File: src/hdl/mbrf_pkg.sv
// Package for the read-request framer: frame constants, byte positions and CRC step.
package mbrf_pkg;

  localparam int FRAME_LEN        = 36;
  localparam int MB_LEN           = 8;
  localparam int PAYLOAD_OVERHEAD = 15;
  localparam int PAYLOAD_LEN      = PAYLOAD_OVERHEAD + MB_LEN;
  localparam int IDX_W            = $clog2(FRAME_LEN);

  typedef logic [IDX_W-1:0] idx_t;

  localparam logic [7:0]  START_MARK   = 8'hA5;
  localparam logic [7:0]  END_MARK     = 8'h15;
  localparam logic [15:0] CTRL_REQUEST = 16'h4510;
  localparam logic [7:0]  TYPE_BYTE    = 8'h02;
  localparam logic [15:0] SENSOR_WORD  = 16'h0000;
  localparam logic [7:0]  FUNC_READ    = 8'h03;
  localparam logic [15:0] PLEN_WORD    = 16'(PAYLOAD_LEN);
  localparam logic [15:0] CRC_INIT     = 16'hFFFF;
  localparam logic [15:0] CRC_POLY     = 16'hA001;
  localparam logic [15:0] SEQ_INIT     = 16'h0001;

  // byte positions within the frame
  localparam idx_t POS_START    = idx_t'(0);
  localparam idx_t POS_LEN_LO   = idx_t'(1);
  localparam idx_t POS_LEN_HI   = idx_t'(2);
  localparam idx_t POS_CTRL_LO  = idx_t'(3);
  localparam idx_t POS_CTRL_HI  = idx_t'(4);
  localparam idx_t POS_SEQ_LO   = idx_t'(5);
  localparam idx_t POS_SEQ_HI   = idx_t'(6);
  localparam idx_t POS_SER_0    = idx_t'(7);
  localparam idx_t POS_SER_1    = idx_t'(8);
  localparam idx_t POS_SER_2    = idx_t'(9);
  localparam idx_t POS_SER_3    = idx_t'(10);
  localparam idx_t POS_TYPE     = idx_t'(11);
  localparam idx_t POS_SENS_LO  = idx_t'(12);
  localparam idx_t POS_SENS_HI  = idx_t'(13);
  localparam idx_t POS_MB_ADDR  = idx_t'(FRAME_LEN - MB_LEN - 2);
  localparam idx_t POS_MB_FUNC  = idx_t'(FRAME_LEN - MB_LEN - 1);
  localparam idx_t POS_MB_SR_HI = idx_t'(FRAME_LEN - MB_LEN);
  localparam idx_t POS_MB_SR_LO = idx_t'(FRAME_LEN - MB_LEN + 1);
  localparam idx_t POS_MB_CN_HI = idx_t'(FRAME_LEN - MB_LEN + 2);
  localparam idx_t POS_MB_CN_LO = idx_t'(FRAME_LEN - MB_LEN + 3);
  localparam idx_t POS_CRC_LO   = idx_t'(FRAME_LEN - 4);
  localparam idx_t POS_CRC_HI   = idx_t'(FRAME_LEN - 3);
  localparam idx_t POS_SUM      = idx_t'(FRAME_LEN - 2);
  localparam idx_t POS_END      = idx_t'(FRAME_LEN - 1);

  // one byte of CRC-16/MODBUS, reflected
  function automatic logic [15:0] crc_byte(input logic [15:0] crc_in, input logic [7:0] data);
    logic [15:0] c;
    c = crc_in ^ {8'h00, data};
    for (int b = 0; b < 8; b++) begin
      if (c[0]) begin
        c = (c >> 1) ^ CRC_POLY;
      end else begin
        c = c >> 1;
      end
    end
    return c;
  endfunction

endpackage

File: src/hdl/modbus_read_request_framer.sv
// Read-holding-registers request framer: wraps a Modbus read in a 36-byte logger frame.
//
// Channels: request beats (slave_id, start_register, register_count) on
// in_valid/in_ready; frame bytes on out_valid/out_ready, last_byte high on
// the end byte; logger_serial written on cfg_valid/cfg_ready (always ready).
// A request is held in an input register, then moved into the framer, which
// sends one byte per cycle while out_ready is high. CRC-16 and the 8-bit sum
// are built byte by byte as the frame goes out, so no CRC is computed before
// the frame starts. When idle, the first byte is valid once the request has
// passed the input register into the framer. Frames go out back to back: the
// next request is taken into the input register while a frame is still going
// out, and its frame follows the end byte with no gap.
// Reset: no frame in flight, input register empty, serial 0, sequence 1.
// The sequence number goes into bytes 5 and 6 and steps (16-bit wrap) when
// the end byte is taken.
// Receiver stall: the current byte holds; a second request waits in the input
// register and in_ready drops until the framer can take it.
module modbus_read_request_framer
  import mbrf_pkg::*;
(
  input  logic        clk,
  input  logic        rst,
  input  logic        in_valid,
  output logic        in_ready,
  input  logic [7:0]  slave_id,
  input  logic [15:0] start_register,
  input  logic [15:0] register_count,
  output logic        out_valid,
  input  logic        out_ready,
  output logic [7:0]  frame_byte,
  output logic        last_byte,
  input  logic        cfg_valid,
  output logic        cfg_ready,
  input  logic [31:0] logger_serial
);

  logic        a_valid;
  logic [7:0]  a_slave;
  logic [15:0] a_start;
  logic [15:0] a_count;

  logic        b_active;
  idx_t        idx;
  logic [7:0]  b_slave;
  logic [15:0] b_start;
  logic [15:0] b_count;
  logic [15:0] crc;
  logic [7:0]  sum;
  logic [31:0] serial;
  logic [15:0] seq;

  logic beat_out;
  logic frame_done;
  logic a_take;

  assign cfg_ready  = 1'b1;
  assign out_valid  = b_active;
  assign last_byte  = b_active && (idx == POS_END);
  assign beat_out   = b_active && out_ready;
  assign frame_done = beat_out && (idx == POS_END);
  assign a_take     = a_valid && (!b_active || frame_done);
  assign in_ready   = !a_valid || a_take;

  always_comb begin
    case (idx)
      POS_START:    frame_byte = START_MARK;
      POS_LEN_LO:   frame_byte = PLEN_WORD[7:0];
      POS_LEN_HI:   frame_byte = PLEN_WORD[15:8];
      POS_CTRL_LO:  frame_byte = CTRL_REQUEST[7:0];
      POS_CTRL_HI:  frame_byte = CTRL_REQUEST[15:8];
      POS_SEQ_LO:   frame_byte = seq[7:0];
      POS_SEQ_HI:   frame_byte = seq[15:8];
      POS_SER_0:    frame_byte = serial[7:0];
      POS_SER_1:    frame_byte = serial[15:8];
      POS_SER_2:    frame_byte = serial[23:16];
      POS_SER_3:    frame_byte = serial[31:24];
      POS_TYPE:     frame_byte = TYPE_BYTE;
      POS_SENS_LO:  frame_byte = SENSOR_WORD[7:0];
      POS_SENS_HI:  frame_byte = SENSOR_WORD[15:8];
      POS_MB_ADDR:  frame_byte = b_slave;
      POS_MB_FUNC:  frame_byte = FUNC_READ;
      POS_MB_SR_HI: frame_byte = b_start[15:8];
      POS_MB_SR_LO: frame_byte = b_start[7:0];
      POS_MB_CN_HI: frame_byte = b_count[15:8];
      POS_MB_CN_LO: frame_byte = b_count[7:0];
      POS_CRC_LO:   frame_byte = crc[7:0];
      POS_CRC_HI:   frame_byte = crc[15:8];
      POS_SUM:      frame_byte = sum;
      POS_END:      frame_byte = END_MARK;
      default:      frame_byte = 8'h00;
    endcase
  end

  // input register
  always_ff @(posedge clk) begin
    if (rst) begin
      a_valid <= 1'b0;
    end else if (in_valid && in_ready) begin
      a_valid <= 1'b1;
    end else if (a_take) begin
      a_valid <= 1'b0;
    end
  end

  always_ff @(posedge clk) begin
    if (in_valid && in_ready) begin
      a_slave <= slave_id;
      a_start <= start_register;
      a_count <= register_count;
    end
  end

  // config and sequence
  always_ff @(posedge clk) begin
    if (rst) begin
      serial <= '0;
      seq    <= SEQ_INIT;
    end else begin
      if (cfg_valid && cfg_ready) begin
        serial <= logger_serial;
      end
      if (frame_done) begin
        seq <= seq + 16'd1;
      end
    end
  end

  // framer
  always_ff @(posedge clk) begin
    if (rst) begin
      b_active <= 1'b0;
      idx      <= POS_START;
    end else if (a_take) begin
      b_active <= 1'b1;
      idx      <= POS_START;
    end else if (frame_done) begin
      b_active <= 1'b0;
      idx      <= POS_START;
    end else if (beat_out) begin
      idx <= idx + idx_t'(1);
    end
  end

  always_ff @(posedge clk) begin
    if (a_take) begin
      b_slave <= a_slave;
      b_start <= a_start;
      b_count <= a_count;
      crc     <= CRC_INIT;
      sum     <= 8'h00;
    end else if (beat_out) begin
      if (idx != POS_START && idx < POS_SUM) begin
        sum <= sum + frame_byte;
      end
      if (idx >= POS_MB_ADDR && idx < POS_CRC_LO) begin
        crc <= crc_byte(crc, frame_byte);
      end
    end
  end

`ifndef ASSERT_OFF
  a_idx_range: assert property (@(posedge clk) disable iff (rst)
    b_active |-> idx <= POS_END)
    else $error("frame index past end byte");

  a_idle_idx: assert property (@(posedge clk) disable iff (rst)
    !b_active |-> idx == POS_START)
    else $error("idle framer with nonzero index");

  a_take_ok: assert property (@(posedge clk) disable iff (rst)
    a_take |-> (!b_active || (idx == POS_END && out_ready)))
    else $error("request loaded over a frame in flight");

  a_seq_step: assert property (@(posedge clk) disable iff (rst)
    (out_valid && out_ready && last_byte) |=> seq == $past(seq) + 16'd1)
    else $error("sequence number did not step after frame");

  a_in_held: assert property (@(posedge clk) disable iff (rst)
    (in_valid && in_ready) |=> a_valid || b_active)
    else $error("accepted request lost");
`endif

endmodule

File: config.mk
export PLATFORM = sky130hd
export DESIGN_NAME = modbus_read_request_framer
export DESIGN_NICKNAME = d
export VERILOG_FILES = /design/src/hdl/mbrf_pkg.sv /design/src/hdl/modbus_read_request_framer.sv
export SDC_FILE = /design/constraint.sdc
export NUM_CORES = 1
export LEC_CHECK = 0
export BUFFER_PORTS_ARGS = -buffer_cell sky130_fd_sc_hd__buf_2
export CORE_MARGIN = 2
export CORE_UTILIZATION = 40
export DETAILED_ROUTE_END_ITERATION = 12
export GPL_TIMING_DRIVEN = 0
export MAX_ROUTING_LAYER = met4
export PLACE_DENSITY_LB_ADDON = 0.2
export REMOVE_ABC_BUFFERS = 1
export SETUP_SLACK_MARGIN = 0.1
export SKIP_CTS_REPAIR_TIMING = 1
export SLEW_MARGIN = 10
export SYNTH_ARGS = -nofsm -noshare
export SYNTH_HDL_FRONTEND = slang
export SYNTH_SLANG_ARGS = --single-unit
File: constraint.sdc
create_clock -name clk -period 4.8 [get_ports clk]
set_clock_uncertainty 0.05 [all_clocks]
set_input_delay 0.96 -clock clk [delete_from_list [all_inputs] [get_ports clk]]
set_output_delay 0.96 -clock clk [all_outputs]
set_load 0.01 [all_outputs]
==> run metrics <==
Final Max Slew Viols 0; endpoints failing setup 0; WP data required 5100 ps; min Tclk post-route between 4000 and 5000 ps; M1 WL ~8.2 mm; status finished, final reports clean; global-route wire length before repair between 20 and 30 mm; I/O Pins between 80 and 90; Syn Inst Count 624; number of maximum-capacitance violations 0; WL per Instance between 15 and 20 microns; total gr overflow 0; Netlist cell types 60; worst-path cell chain nor4b_4, and2_4, a32oi_1, nand4_1, nor2_4, inv_1, ha_1, a21o_1, a21oi_1, o21bai_1, a21oi_1, o21bai_1, a21oi_1, xnor2_1, or3_1, a21oi_1; Crit path depth 16; std cell rows 48; setup tns final 0 ps; worst hold start a_count[5]; Setup crit end kind flip-flop; cell family contributing the most delay on the critical path simple AND/OR/NAND/NOR gates; most used cell, CP a21oi_1; initial DRC count 299; Root Buffer clkbuf_16; Bufs and invs on worst path 1; Worst-path clk slew roughly 70 ps; clock tree buffer depth 2; power density over cell area approximately 360 nW/um^2; I/O Buffers between 80 and 90; cell area after synthesis about 7100 sq um; flops & latches, synth 160; CTS Buf Count 17; synthesis-to-finish area growth 17.7%; Leak Pwr 0.00328 uW; post-route design area ~8300 sq um; Routed met2 length roughly 7.8 mm; worst reg-to-reg path cell count 16; DR top layer met4; GR Util All Layers about a fifth; routed vias 4970; largest net degree at the start of global routing 52; total routed wirelength 17.4 mm; Slew Limit Headroom about a third; Die Y about 140 microns; Post-synth ARST share 0%; ANT nets after route 0; dpl cell area 7690 sq um; Critical Path AT about 4700 ps; clock sink count 160; initial antenna violation count 0; Seq/Total Area, Yosys a little under three fifths; Starting Density about two fifths; GPL Wtd Cong just under 0.9; average cell area after synthesis between 10 and 15 sq um; Pre-antenna DRT Iters 5; die area 18800 sq um; worst setup path category flip-flop to flip-flop; fmax between 200 and 250 MHz; CTS tree yes; Max stage delay on crit path 820 ps; Final Hold Fails 0; vias per cell ~5.3; Worst Path Max Fanout 15; startpoint class of the critical path flip-flop; DRC viols 0; top_reg_cell synth edfxtp_1; min-delay worst type flip-flop to flip-flop; Die Width between 100 and 150 microns; worst slew pin tran 975 ps; vias in the first global route about 5000; CP startpoint idx[3]; nets@finish between 700 and 800; H-tree levels 4; slowest CP cell nor4b_4; r2r startpoint idx[3]; Post-synth EDFFs 80; ANT cells 0; synth warn 0; core area around 17000 sq um; met3 wire length 1.05 mm; Worst Hold Depth 0; worst vdd ir approximately 270 uV; DP HPWL approximately 12 mm; share of cells above drive strength 1 about a fifth; Filler cells roughly 1600; clk_lat worst skew about 430 ps; period utilization between 90 and 100%; RSZ-0062 raised after global routing no
## cells by family after synthesis
logic type                 after synthesis  synth area share (%)
buffers and inverters                   53                  3.48
DFF                                    160                  56.5
adders and majority gates               14                  2.58
and+or+nand+nor                        223                  16.1
other                                    1                0.0529
AOI/OAI and AO/OA                       95                  10.1
muxes                                   34                  4.80
xor gates and xnor gates                44                  6.36
## cell type report
cell class,count,area (sq um),share of cell area [%]
repair buffers,96,528,6.33
clock inverters,15,148,1.77
multi-input cells,411,2890,34.7
well taps,225,282,3.38
inverters,16,60.1,0.721
clock buffers,17,425,5.10
flip-flops and latches,160,4000,48.0
## state kept, by name (all words and copies together), names as in the netlist, 6 cells and up
register  flops
b_count      16
sum           8
b_slave       8
a_start      16
crc          16
a_slave       8
seq          16
serial       32
b_start      16
idx           6
a_count      16
## stage by stage
stage | setup WS (ps) | hold slack [ps] | total power, uW | cells | util [%]
after floorplan | 826 | 350 | 1640 | 587 | -
after global placement | -250 | 354 | 1710 | 899 | 44.0
after detailed placement | 143 | 355 | 1720 | 902 | 44.5
after CTS | 28.9 | 372 | 3050 | 934 | 47.8
after global routing | 113 | 383 | 3130 | 940 | 48.2
final | 422 | 370 | 3010 | 940 | 48.2
## cell usage after synthesis, drive strengths merged (9+ instances only)
master / n / area (sq um)
a21oi: 22 / 110
a22oi: 18 / 135
a32oi: 14 / 123
and2: 11 / 73.8
and3: 12 / 80.1
buf: 15 / 104
clkbuf: 22 / 82.6
dfxtp: 80 / 1600
edfxtp: 80 / 2400
ha: 13 / 163
inv: 16 / 60.1
mux2i: 34 / 340
nand2: 53 / 199
nand3: 21 / 105
nand4: 20 / 131
nor2: 72 / 270
o211ai: 10 / 75.1
o21ai: 9 / 45.0
xnor2: 19 / 174
xor2: 21 / 184
## where the power goes
group	switching, uW	internal [uW]	total (uW)	leakage, uW
logic	95.4	76.2	172	0.00158
registers	23.6	1500	1520	0.00141
clock network	590	730	1320	0.000279
## placed cells by master (no fill, tap or decap), types with 3 or more instances in the layout
| cell type | instances |
|---|---|
| nor2_1 | 71 |
| buf_2 | 87 |
| a22oi_1 | 18 |
| a21boi_0 | 5 |
| a21oi_1 | 22 |
| nand3_1 | 21 |
| o211ai_1 | 10 |
| ha_1 | 10 |
| xor2_1 | 21 |
| nand4_1 | 19 |
| buf_4 | 7 |
| nand2_1 | 53 |
| dfxtp_1 | 80 |
| clkbuf_16 | 17 |
| o21ai_0 | 9 |
| mux2i_1 | 34 |
| and3_1 | 11 |
| nor3_1 | 4 |
| a32oi_1 | 14 |
| nor4b_4 | 3 |
| nor2b_1 | 6 |
| edfxtp_1 | 80 |
| inv_1 | 15 |
| or3_1 | 5 |
| xnor2_1 | 18 |
| inv_6 | 6 |
| nand2b_1 | 6 |
| and2_1 | 8 |
## worst paths after layout
check                to  slack, ps
min reg2reg  b_count[5]        370
min          b_count[5]        370
max reg2reg      sum[7]        420
max              sum[7]        420
## layer usage
layer  vias to the layer above  global-route usage, %
li1                       2408                      -
met1                      2367                   28.2
met2                       170                   29.0
met3                        25                   3.96
met4                         0                   7.04
met5                         -                      -
(Power assumes the default switching activity.)
